## src/sv/sha1sh_pkg.sv

```systemverilog
`timescale 1ns / 1ps
// ----------------------------------------------------------------------------
// sha1sh_pkg
// Shared constants, types and command bundle for the SHA-1 stream hasher.
// ----------------------------------------------------------------------------
package sha1sh_pkg;

  // Input operation codes
  localparam logic [1:0] OP_ABSORB = 2'd0;
  localparam logic [1:0] OP_FINISH = 2'd1;
  localparam logic [1:0] OP_PEEK   = 2'd2;

  localparam logic [5:0]  LAST_BYTE     = 6'd63;
  localparam logic [5:0]  LEN_POS       = 6'd56;
  localparam logic [6:0]  LAST_ROUND    = 7'd79;
  localparam logic [6:0]  ROUND_PARITY1 = 7'd20;
  localparam logic [6:0]  ROUND_MAJ     = 7'd40;
  localparam logic [6:0]  ROUND_PARITY2 = 7'd60;
  localparam logic [2:0]  LAST_WORD     = 3'd4;
  localparam logic [7:0]  PAD_MARK_BYTE = 8'h80;
  localparam logic [63:0] BLOCK_BITS    = 64'd512;

  localparam logic [31:0] H_INIT [5] = '{
    32'h67452301, 32'hEFCDAB89, 32'h98BADCFE, 32'h10325476, 32'hC3D2E1F0
  };

  localparam logic [31:0] K_CONST [4] = '{
    32'h5A827999, 32'h6ED9EBA1, 32'h8F1BBCDC, 32'hCA62C1D6
  };

  // Sixteen big-endian words, word 0 in the most significant position
  typedef logic [0:15][31:0] block_t;

  typedef enum logic [1:0] {
    PAD_ZERO,
    PAD_MARK,
    PAD_LEN
  } pad_sel_t;

  typedef struct packed {
    logic       buf_shift;
    logic       blk_load;
    logic       pad_start;
    logic       pad_shift;
    pad_sel_t   pad_sel;
    logic       hash_init;
    logic       use_copy;
    logic       round;
    logic [6:0] round_t;
    logic       hash_add;
    logic       emit;
    logic [2:0] emit_idx;
    logic       chain_reset;
    logic [5:0] fill;
  } cmd_t;

endpackage

```

## src/sv/sha1sh_if.sv

```systemverilog
`timescale 1ns / 1ps
// ----------------------------------------------------------------------------
// sha1sh_if
// Valid/ready channels: message items in, digest words out.
// ----------------------------------------------------------------------------
interface sha1sh_in_if;
  logic       valid;
  logic       ready;
  logic [1:0] op;
  logic [7:0] data_byte;

  modport source (output valid, output op, output data_byte, input ready);
  modport sink (input valid, input op, input data_byte, output ready);
endinterface

interface sha1sh_out_if;
  logic        valid;
  logic        ready;
  logic [31:0] digest_word;
  logic [2:0]  word_index;
  logic        last;

  modport source (output valid, output digest_word, output word_index, output last,
                  input ready);
  modport sink (input valid, input digest_word, input word_index, input last,
                output ready);
endinterface

```

## src/sv/sha1sh_ctrl.sv

```systemverilog
`timescale 1ns / 1ps
// ----------------------------------------------------------------------------
// sha1sh_ctrl
// Sequencer: byte count, padding position, round count and digest emission.
// ----------------------------------------------------------------------------
module sha1sh_ctrl (
  input  logic               clk,
  input  logic               rst,
  input  logic               msg_valid,
  output logic               msg_ready,
  input  logic [1:0]         msg_op,
  output logic               dig_valid,
  input  logic               dig_ready,
  output sha1sh_pkg::cmd_t   cmd
);

  typedef enum logic [2:0] {
    S_IDLE,
    S_PAD,
    S_ROUND,
    S_ADD,
    S_EMIT
  } state_t;

  state_t     state;
  logic [5:0] fill;
  logic [5:0] pad_pos;
  logic [6:0] rnd;
  logic [2:0] idx;
  logic       first_blk;
  logic       use_copy;
  logic       finish;

  logic msg_xfer;
  logic slot_free;
  logic len_blk;

  assign msg_ready = (state == S_IDLE);
  assign msg_xfer  = msg_valid && msg_ready;
  assign slot_free = !dig_valid || dig_ready;
  // length goes in the first pad block only when it still has room
  assign len_blk   = !first_blk || (fill < sha1sh_pkg::LEN_POS);

  always_comb begin
    cmd          = '0;
    cmd.pad_sel  = sha1sh_pkg::PAD_ZERO;
    cmd.use_copy = use_copy;
    cmd.round_t  = rnd;
    cmd.emit_idx = idx;
    cmd.fill     = fill;
    unique case (state)
      S_IDLE: begin
        if (msg_xfer) begin
          if (msg_op == sha1sh_pkg::OP_ABSORB) begin
            cmd.buf_shift = 1'b1;
            if (fill == sha1sh_pkg::LAST_BYTE) begin
              cmd.blk_load  = 1'b1;
              cmd.hash_init = 1'b1;
              cmd.use_copy  = 1'b0;
            end
          end else if (msg_op == sha1sh_pkg::OP_FINISH || msg_op == sha1sh_pkg::OP_PEEK) begin
            cmd.pad_start = 1'b1;
          end
        end
      end
      S_PAD: begin
        cmd.pad_shift = 1'b1;
        if (first_blk && pad_pos == fill) begin
          cmd.pad_sel = sha1sh_pkg::PAD_MARK;
        end else if (len_blk && pad_pos >= sha1sh_pkg::LEN_POS) begin
          cmd.pad_sel = sha1sh_pkg::PAD_LEN;
        end
        if (pad_pos == sha1sh_pkg::LAST_BYTE) begin
          cmd.hash_init = 1'b1;
        end
      end
      S_ROUND: begin
        cmd.round = 1'b1;
      end
      S_ADD: begin
        cmd.hash_add = 1'b1;
      end
      S_EMIT: begin
        if (slot_free) begin
          cmd.emit = 1'b1;
          if (idx == sha1sh_pkg::LAST_WORD && finish) begin
            cmd.chain_reset = 1'b1;
          end
        end
      end
      default: begin
        cmd = '0;
      end
    endcase
  end

  always_ff @(posedge clk) begin
    if (rst) begin
      state     <= S_IDLE;
      fill      <= '0;
      pad_pos   <= '0;
      rnd       <= '0;
      idx       <= '0;
      first_blk <= 1'b0;
      use_copy  <= 1'b0;
      finish    <= 1'b0;
      dig_valid <= 1'b0;
    end else begin
      // raise on a new word, drop once the waiting word is taken
      if (state == S_EMIT && slot_free) begin
        dig_valid <= 1'b1;
      end else if (dig_ready) begin
        dig_valid <= 1'b0;
      end
      unique case (state)
        S_IDLE: begin
          if (msg_xfer) begin
            if (msg_op == sha1sh_pkg::OP_ABSORB) begin
              if (fill == sha1sh_pkg::LAST_BYTE) begin
                fill     <= '0;
                use_copy <= 1'b0;
                rnd      <= '0;
                state    <= S_ROUND;
              end else begin
                fill <= fill + 6'd1;
              end
            end else if (msg_op == sha1sh_pkg::OP_FINISH || msg_op == sha1sh_pkg::OP_PEEK) begin
              finish    <= (msg_op == sha1sh_pkg::OP_FINISH);
              use_copy  <= 1'b1;
              first_blk <= 1'b1;
              pad_pos   <= fill;
              state     <= S_PAD;
            end
          end
        end
        S_PAD: begin
          if (pad_pos == sha1sh_pkg::LAST_BYTE) begin
            rnd   <= '0;
            state <= S_ROUND;
          end else begin
            pad_pos <= pad_pos + 6'd1;
          end
        end
        S_ROUND: begin
          if (rnd == sha1sh_pkg::LAST_ROUND) begin
            state <= S_ADD;
          end else begin
            rnd <= rnd + 7'd1;
          end
        end
        S_ADD: begin
          if (!use_copy) begin
            state <= S_IDLE;
          end else if (first_blk && fill >= sha1sh_pkg::LEN_POS) begin
            // no room for the length: run one more all-pad block
            first_blk <= 1'b0;
            pad_pos   <= '0;
            state     <= S_PAD;
          end else begin
            idx   <= '0;
            state <= S_EMIT;
          end
        end
        S_EMIT: begin
          if (slot_free) begin
            if (idx == sha1sh_pkg::LAST_WORD) begin
              if (finish) begin
                fill <= '0;
              end
              state <= S_IDLE;
            end else begin
              idx <= idx + 3'd1;
            end
          end
        end
        default: begin
          state <= S_IDLE;
        end
      endcase
    end
  end

  a_emit_src: assert property (@(posedge clk) disable iff (rst)
    $rose(dig_valid) |-> $past(state == S_EMIT))
    else $error("digest word raised outside emission");

  a_mark_pos: assert property (@(posedge clk) disable iff (rst)
    (cmd.pad_sel == sha1sh_pkg::PAD_MARK) |-> (state == S_PAD && first_blk && pad_pos == fill))
    else $error("end-of-message mark at wrong position");

  a_len_pos: assert property (@(posedge clk) disable iff (rst)
    (cmd.pad_sel == sha1sh_pkg::PAD_LEN) |-> (pad_pos >= sha1sh_pkg::LEN_POS && len_blk))
    else $error("length byte outside the length field");

  a_fill_hold: assert property (@(posedge clk) disable iff (rst)
    (state != S_IDLE && $past(state != S_IDLE)) |-> $stable(fill))
    else $error("byte count changed during compression or digest");

endmodule

```

## src/sv/sha1sh_datapath.sv

```systemverilog
`timescale 1ns / 1ps
// ----------------------------------------------------------------------------
// sha1sh_datapath
// Block buffer, schedule window, round logic, chaining words and digest output.
// ----------------------------------------------------------------------------
module sha1sh_datapath (
  input  logic               clk,
  input  logic               rst,
  input  sha1sh_pkg::cmd_t   cmd,
  input  logic [7:0]         data_byte,
  output logic [31:0]        digest_word,
  output logic [2:0]         word_index,
  output logic               last
);

  logic [511:0]          blk_buf;
  logic [511:0]          blk_buf_next;
  sha1sh_pkg::block_t    sched;
  logic [519:0]          sched_byte_shift;
  logic [31:0]           chain [5];
  logic [31:0]           hw [5];
  logic [31:0]           wk [5];
  logic [31:0]           hsel [5];
  logic [31:0]           hsum [5];
  logic [63:0]           total;
  logic [63:0]           len_sh;
  logic [7:0]            pad_byte;
  logic [31:0]           w;
  logic [31:0]           w_mix;
  logic [31:0]           w_new;
  logic [31:0]           f;
  logic [31:0]           k;
  logic [31:0]           t_sum;

  assign blk_buf_next = {blk_buf[503:0], data_byte};

  always_comb begin
    case (cmd.pad_sel)
      sha1sh_pkg::PAD_MARK: pad_byte = sha1sh_pkg::PAD_MARK_BYTE;
      sha1sh_pkg::PAD_LEN:  pad_byte = len_sh[63:56];
      default:              pad_byte = 8'h00;
    endcase
  end

  assign sched_byte_shift = {sched, pad_byte};

  assign w     = sched[0];
  assign w_mix = sched[13] ^ sched[8] ^ sched[2] ^ sched[0];
  assign w_new = {w_mix[30:0], w_mix[31]};

  always_comb begin
    if (cmd.round_t < sha1sh_pkg::ROUND_PARITY1) begin
      f = (wk[1] & wk[2]) | (~wk[1] & wk[3]);
      k = sha1sh_pkg::K_CONST[0];
    end else if (cmd.round_t < sha1sh_pkg::ROUND_MAJ) begin
      f = wk[1] ^ wk[2] ^ wk[3];
      k = sha1sh_pkg::K_CONST[1];
    end else if (cmd.round_t < sha1sh_pkg::ROUND_PARITY2) begin
      f = (wk[1] & wk[2]) | (wk[1] & wk[3]) | (wk[2] & wk[3]);
      k = sha1sh_pkg::K_CONST[2];
    end else begin
      f = wk[1] ^ wk[2] ^ wk[3];
      k = sha1sh_pkg::K_CONST[3];
    end
  end

  assign t_sum = {wk[0][26:0], wk[0][31:27]} + f + wk[4] + k + w;

  always_comb begin
    for (int i = 0; i < 5; i++) begin
      hsel[i] = cmd.use_copy ? hw[i] : chain[i];
      hsum[i] = hsel[i] + wk[i];
    end
  end

  // Running hash state
  always_ff @(posedge clk) begin
    if (rst || cmd.chain_reset) begin
      chain <= sha1sh_pkg::H_INIT;
      total <= '0;
    end else if (cmd.hash_add && !cmd.use_copy) begin
      chain <= hsum;
      total <= total + sha1sh_pkg::BLOCK_BITS;
    end
  end

  always_ff @(posedge clk) begin
    if (cmd.buf_shift) begin
      blk_buf <= blk_buf_next;
    end

    if (cmd.blk_load) begin
      sched <= sha1sh_pkg::block_t'(blk_buf_next);
    end else if (cmd.pad_start) begin
      sched <= sha1sh_pkg::block_t'(blk_buf);
    end else if (cmd.pad_shift) begin
      sched <= sha1sh_pkg::block_t'(sched_byte_shift[511:0]);
    end else if (cmd.round) begin
      sched <= sha1sh_pkg::block_t'({sched[1:15], w_new});
    end

    if (cmd.pad_start) begin
      len_sh <= total + {55'd0, cmd.fill, 3'd0};
    end else if (cmd.pad_shift && cmd.pad_sel == sha1sh_pkg::PAD_LEN) begin
      len_sh <= {len_sh[55:0], 8'h00};
    end

    if (cmd.hash_init) begin
      wk <= hsel;
    end else if (cmd.round) begin
      wk[0] <= t_sum;
      wk[1] <= wk[0];
      wk[2] <= {wk[1][1:0], wk[1][31:2]};
      wk[3] <= wk[2];
      wk[4] <= wk[3];
    end

    // Digest copy: rotate one word out per emitted result
    if (cmd.pad_start) begin
      hw <= chain;
    end else if (cmd.hash_add && cmd.use_copy) begin
      hw <= hsum;
    end else if (cmd.emit) begin
      hw[0] <= hw[1];
      hw[1] <= hw[2];
      hw[2] <= hw[3];
      hw[3] <= hw[4];
      hw[4] <= hw[0];
    end

    if (cmd.emit) begin
      digest_word <= hw[0];
      word_index  <= cmd.emit_idx;
      last        <= (cmd.emit_idx == sha1sh_pkg::LAST_WORD);
    end
  end

endmodule

```

## src/sv/sha1_stream_hasher_unit.sv

```systemverilog
`timescale 1ns / 1ps
// ----------------------------------------------------------------------------
// sha1_stream_hasher_unit
// SHA-1 over a byte stream with finish and non-destructive peek of the digest.
// ----------------------------------------------------------------------------
// A data byte is taken while msg.ready is high. The 64th byte of a block
// starts a compression on the single round unit: 80 rounds at one per cycle,
// then the chaining add; msg.ready stays low through the rounds and the add.
// Finish and peek shift the padding into the schedule one byte per cycle,
// compress, repeat with a full 64-byte pad block when fewer than 8 bytes
// remain for the length, then transfer the five digest words at one per cycle
// as the sink accepts them. After the fifth word is loaded the block takes
// new items while that word still waits.
module sha1_stream_hasher_unit (
  input logic          clk,
  input logic          rst,
  sha1sh_in_if.sink    msg,
  sha1sh_out_if.source dig
);

  sha1sh_pkg::cmd_t cmd;

  sha1sh_ctrl u_ctrl (
    .clk       (clk),
    .rst       (rst),
    .msg_valid (msg.valid),
    .msg_ready (msg.ready),
    .msg_op    (msg.op),
    .dig_valid (dig.valid),
    .dig_ready (dig.ready),
    .cmd       (cmd)
  );

  sha1sh_datapath u_datapath (
    .clk         (clk),
    .rst         (rst),
    .cmd         (cmd),
    .data_byte   (msg.data_byte),
    .digest_word (dig.digest_word),
    .word_index  (dig.word_index),
    .last        (dig.last)
  );

endmodule
```

## src/flat_wrapper.sv

```systemverilog
// flat-port wrapper written by rule: the top's interface ports become plain ports
module sha1_stream_hasher_unit_flat 
  (clk, rst, msg_valid, msg_op, msg_data_byte, msg_ready, dig_valid, dig_digest_word, dig_word_index, dig_last, dig_ready);
  sha1sh_in_if msg_i ();
  sha1sh_out_if dig_i ();
  input logic clk;
  input logic rst;
  input wire logic [$bits(msg_i.valid)-1:0] msg_valid;
  input wire logic [$bits(msg_i.op)-1:0] msg_op;
  input wire logic [$bits(msg_i.data_byte)-1:0] msg_data_byte;
  output wire logic [$bits(msg_i.ready)-1:0] msg_ready;
  output wire logic [$bits(dig_i.valid)-1:0] dig_valid;
  output wire logic [$bits(dig_i.digest_word)-1:0] dig_digest_word;
  output wire logic [$bits(dig_i.word_index)-1:0] dig_word_index;
  output wire logic [$bits(dig_i.last)-1:0] dig_last;
  input wire logic [$bits(dig_i.ready)-1:0] dig_ready;
  assign msg_i.valid = msg_valid;
  assign msg_i.op = msg_op;
  assign msg_i.data_byte = msg_data_byte;
  assign msg_ready = msg_i.ready;
  assign dig_valid = dig_i.valid;
  assign dig_digest_word = dig_i.digest_word;
  assign dig_word_index = dig_i.word_index;
  assign dig_last = dig_i.last;
  assign dig_i.ready = dig_ready;
  sha1_stream_hasher_unit u_core (.clk(clk), .rst(rst), .msg(msg_i), .dig(dig_i));
endmodule
```

## config.mk

```make
export PLATFORM = sky130hd
export DESIGN_NAME = sha1_stream_hasher_unit_flat
export DESIGN_NICKNAME = d
export VERILOG_FILES = /design/src/sv/sha1sh_pkg.sv /design/src/sv/sha1sh_if.sv /design/src/sv/sha1sh_ctrl.sv /design/src/sv/sha1sh_datapath.sv /design/src/sv/sha1_stream_hasher_unit.sv /design/src/flat_wrapper.sv
export SDC_FILE = /design/constraint.sdc
export NUM_CORES = 2
export LEC_CHECK = 0
export BUFFER_PORTS_ARGS = -buffer_cell sky130_fd_sc_hd__buf_4
export CAP_MARGIN = 20
export CELL_PAD_IN_SITES_DETAIL_PLACEMENT = 1
export CELL_PAD_IN_SITES_GLOBAL_PLACEMENT = 2
export CORE_MARGIN = 1.5
export CORE_UTILIZATION = 45
export DETAILED_ROUTE_END_ITERATION = 6
export GPL_TIMING_DRIVEN = 1
export HOLD_SLACK_MARGIN = 0.08
export PLACE_DENSITY_LB_ADDON = 0.05
export SLEW_MARGIN = 30
export SYNTH_ARGS = -nofsm -noshare
export SYNTH_HDL_FRONTEND = slang
export SYNTH_SLANG_ARGS = --single-unit
```

## constraint.sdc

```tcl
create_clock -name clk -period 76.1 [get_ports clk]
set_input_delay 3.805 -clock clk [delete_from_list [all_inputs] [get_ports clk]]
set_output_delay 3.805 -clock clk [all_outputs]
set_load 0.05 [all_outputs]
```

==> qor.txt <==
Status: completed
PortBufs: 51
Synth Warn #: 0
Setup crit start kind: input pin
CTS Buf Count: 195
Post-synth EDFFs: 1441
Row count: 162
Pwr Total: 2.54 mW
Slowest cell on crit path: o311ai_0
Fin nets: 9039
Commonest cells post-synth: 2122 x nand2_1, 1441 x edfxtp_1, 1340 x a21oi_1, 793 x o21ai_0, 461 x clkbuf_1
Clk root buf: clkbuf_16
Fin Setup TNS: 0 ps
Max Buffers Root-to-Sink: 3
Area grow syn2layout: 10.0%
Dominant cells by area after synthesis: edfxtp_1 49%, nand2_1 9.0%, a21oi_1 7.6%
Area leader, netlist: edfxtp_1
Top-count cell post-synth: nand2_1
Min Tclk post-route: 10170 ps
Hpwl dp: 179 mm
Critical Path RT: 76670 ps
Worst-Margin Slew: 1020 ps
Sw frac: 0.289
DRT Pass-1 Iters: 7
Initial antenna violation count: 8
Worst-path fanout max: 46
Post-CTS Hold Buffers: 0
Syn Nets: 9241
Via Count: 66946
Maximum clock rate: 98.3 MHz
Worst hold path class: reg2reg
Internal power: 1.81 mW
Setup Crit Path Kind: in2reg
Filler cells: 21388
P_leak: 34.0 nW
Largest net degree at the start of global routing: 188
Avg WL per Cell: 23.7 microns
Top cell type's share of synthesized area: 0.489
Final Cycle Share: 0.134
Clk network pwr share: 0.362
Asr flop ratio synth: 0
Unique masters post-synth: 77
Post-CTS Setup Inserts: 0
Worst skew pair latency: 840 ps
Worst EP arrival: 10740 ps
First-pass GRT wire length: 419 mm
Routed WL: 272 mm
Psw: 734 uW
Crit path largest cell delay: 830 ps
Synthesized area: 88400 sq um
Die height: 446 microns
RSZ-0062 raised after global routing: no
Tot GR Track Use: 0.271
CTS clk-pin slew, worst paths: 60 ps
Combinational power share: 0.175
Cell Pwr Density: 26.1 nW/um^2
Layout cells sized above 1: 0.0839
Die Width: 446 microns
CP Cell Sequence: buf_4, inv_1, ha_1, and3_4, nand2_1, and3_4, buf_4, buf_4, mux2_2, ha_1, nand2_1, nor3_1, nand3_1, o31ai_1, a221oi_1, o311ai_0, o21a_1, a21oi_1, nor2_1, a211oi_1
Synth Instances: 8901
CP endpoint kind: register
Final Skew: 38.9 ps
DP Area: 91000 sq um
Die area: 199000 sq um
Area occupied by multi-input gates: 37600 sq um
Routed vias/inst: 5.82
CORE AREA: 195000 sq um
Clk sink count: 1685
Max-cap violations: 0
Sequential Area: 48200 sq um
Placer Congestion: 0.927
Final hold vios: 0
# DRC: 0
Max-slew violations: 0
Sequential share of power: 0.462
Worst rel slew slack: 0.309
Drt initial violations: 4936
Avg Inst Size Synth: 9.94 sq um
Setup violations, final: 0
Most frequent CP cell: buf_4
I/O Pins: 52
Vias in the first global route: 68825
Gr ovfl total: 0
Worst VDD drop: 23.7 uV
Post-CTS sizing: 0
Yosys reg bits: 1685
Sequential share of the synthesized area: 0.544
ANT nets after route: 0
Synth Flop Type: edfxtp_1
Initial core utilization: 0.453
Fin area: 97300 sq um
TritonCTS clock tree: yes
H-tree levels: 4
-- state kept, by name (all words and copies together) (netlist names) --
register / cells
u_core.u_datapath.w: 32
u_core.u_datapath.blk_buf: 512
u_core.u_datapath.wk: 160
u_core.u_ctrl.use_copy: 1
u_core.u_datapath.total: 55
u_core.u_ctrl.idx: 3
u_core.u_datapath.word_index: 3
u_core.u_ctrl.first_blk: 1
u_core.u_ctrl.state: 3
u_core.u_ctrl.fill: 6
u_core.u_ctrl.dig_valid: 1
u_core.u_datapath.len_sh: 61
u_core.u_datapath.sched: 480
u_core.u_datapath.last: 1
u_core.u_ctrl.rnd: 7
u_core.u_datapath.hw: 160
u_core.u_datapath.chain: 160
u_core.u_datapath.digest_word: 32
u_core.u_ctrl.finish: 1
u_core.u_ctrl.pad_pos: 6
-- cells by family after synthesis --
logic type	Yosys count	synth area share
compound gates	2621	0.163
xor+xnor	324	0.0321
flops	1685	0.544
buf+inv	731	0.0314
simple gates	2880	0.131
mux	334	0.0418
fa+ha+maj	326	0.0567
-- cell usage in the layout, fill, tap and decap left out, drive strengths merged, types with 42 or more instances in the layout --
cell type  synthesis  routed
nand2           2122    2122
edfxtp          1441    1441
a21oi           1340    1340
o21ai            797     797
nor2             422     422
mux2             285     285
clkbuf           461     272
dfxtp            244     244
xnor2            202     202
ha               201     201
inv              175     178
buf               93     155
fa               125     125
xor2             122     122
nand3             87      87
a21o              83      83
clkinv             2      79
a31oi             74      74
o211ai            55      55
mux2i             49      49
a211oi            47      47
and3              42      42
-- metal layers --
metal / vias to the layer above / wire length [microns] / track usage
met3: 349 / 11200 / 0.0306
li1: 31248 / - / -
met4: 0 / 7570 / 0.0771
met1: 34027 / 125000 / 0.379
met2: 1322 / 128000 / 0.444
met5: - / 0 / 0
-- metrics by stage --
stage               hold WS, ps  utilization  std cells  worst slack, ps
floorplan                   441            -       8901            38860
global placement            454        0.466      11116            65270
detailed placement          464        0.466      11119            65110
CTS                         455        0.498      11483            66000
global route                472        0.498      11494            65650
finish                      465        0.498      11494            65930
-- worst paths after layout --
check        cells past startpoint                                        to  slack (ps)                                     start
min reg2reg                      0  u_core.u_datapath.blk_buf[479]$_DFFE_PP_         470  u_core.u_datapath.blk_buf[471]$_DFFE_PP_
min                              0  u_core.u_datapath.blk_buf[479]$_DFFE_PP_         470  u_core.u_datapath.blk_buf[471]$_DFFE_PP_
max reg2reg                     18        u_core.u_datapath.hw[31]$_DFFE_PP_       68350       u_core.u_ctrl.state[2]$_SDFFE_PP0P_
max                             20        u_core.u_datapath.hw[31]$_DFFE_PP_       65930                                 msg_op[0]
-- power groups by stage --
stage	clock (mW)	combinational (mW)	sequential (mW)
final	0.920	0.446	1.17
after global routing	0.971	0.506	1.18
after CTS	0.940	0.452	1.17
after detailed placement	0	0.448	1.19
after global placement	0	0.436	1.19
after floorplan	0	0.328	1.21
-- area by class of cell --
type                    instances  share of cell area
well taps                    2624              0.0337
multi-input cells            6485               0.387
clock inverters                92             0.00779
flip-flops and latches       1685               0.495
inverters                     177             0.00683
diodes                          4            0.000103
clock buffers                 272              0.0555
repair buffers                155              0.0142
-- worst max-delay path, delay by kind of cell --
family          cells  cell delay [ps]
buf+inv             4             1360
fa+ha+maj           2              680
simple gates        7             2040
mux                 1              430
compound gates      6             2310
Power figures use the tool's default switching activity.
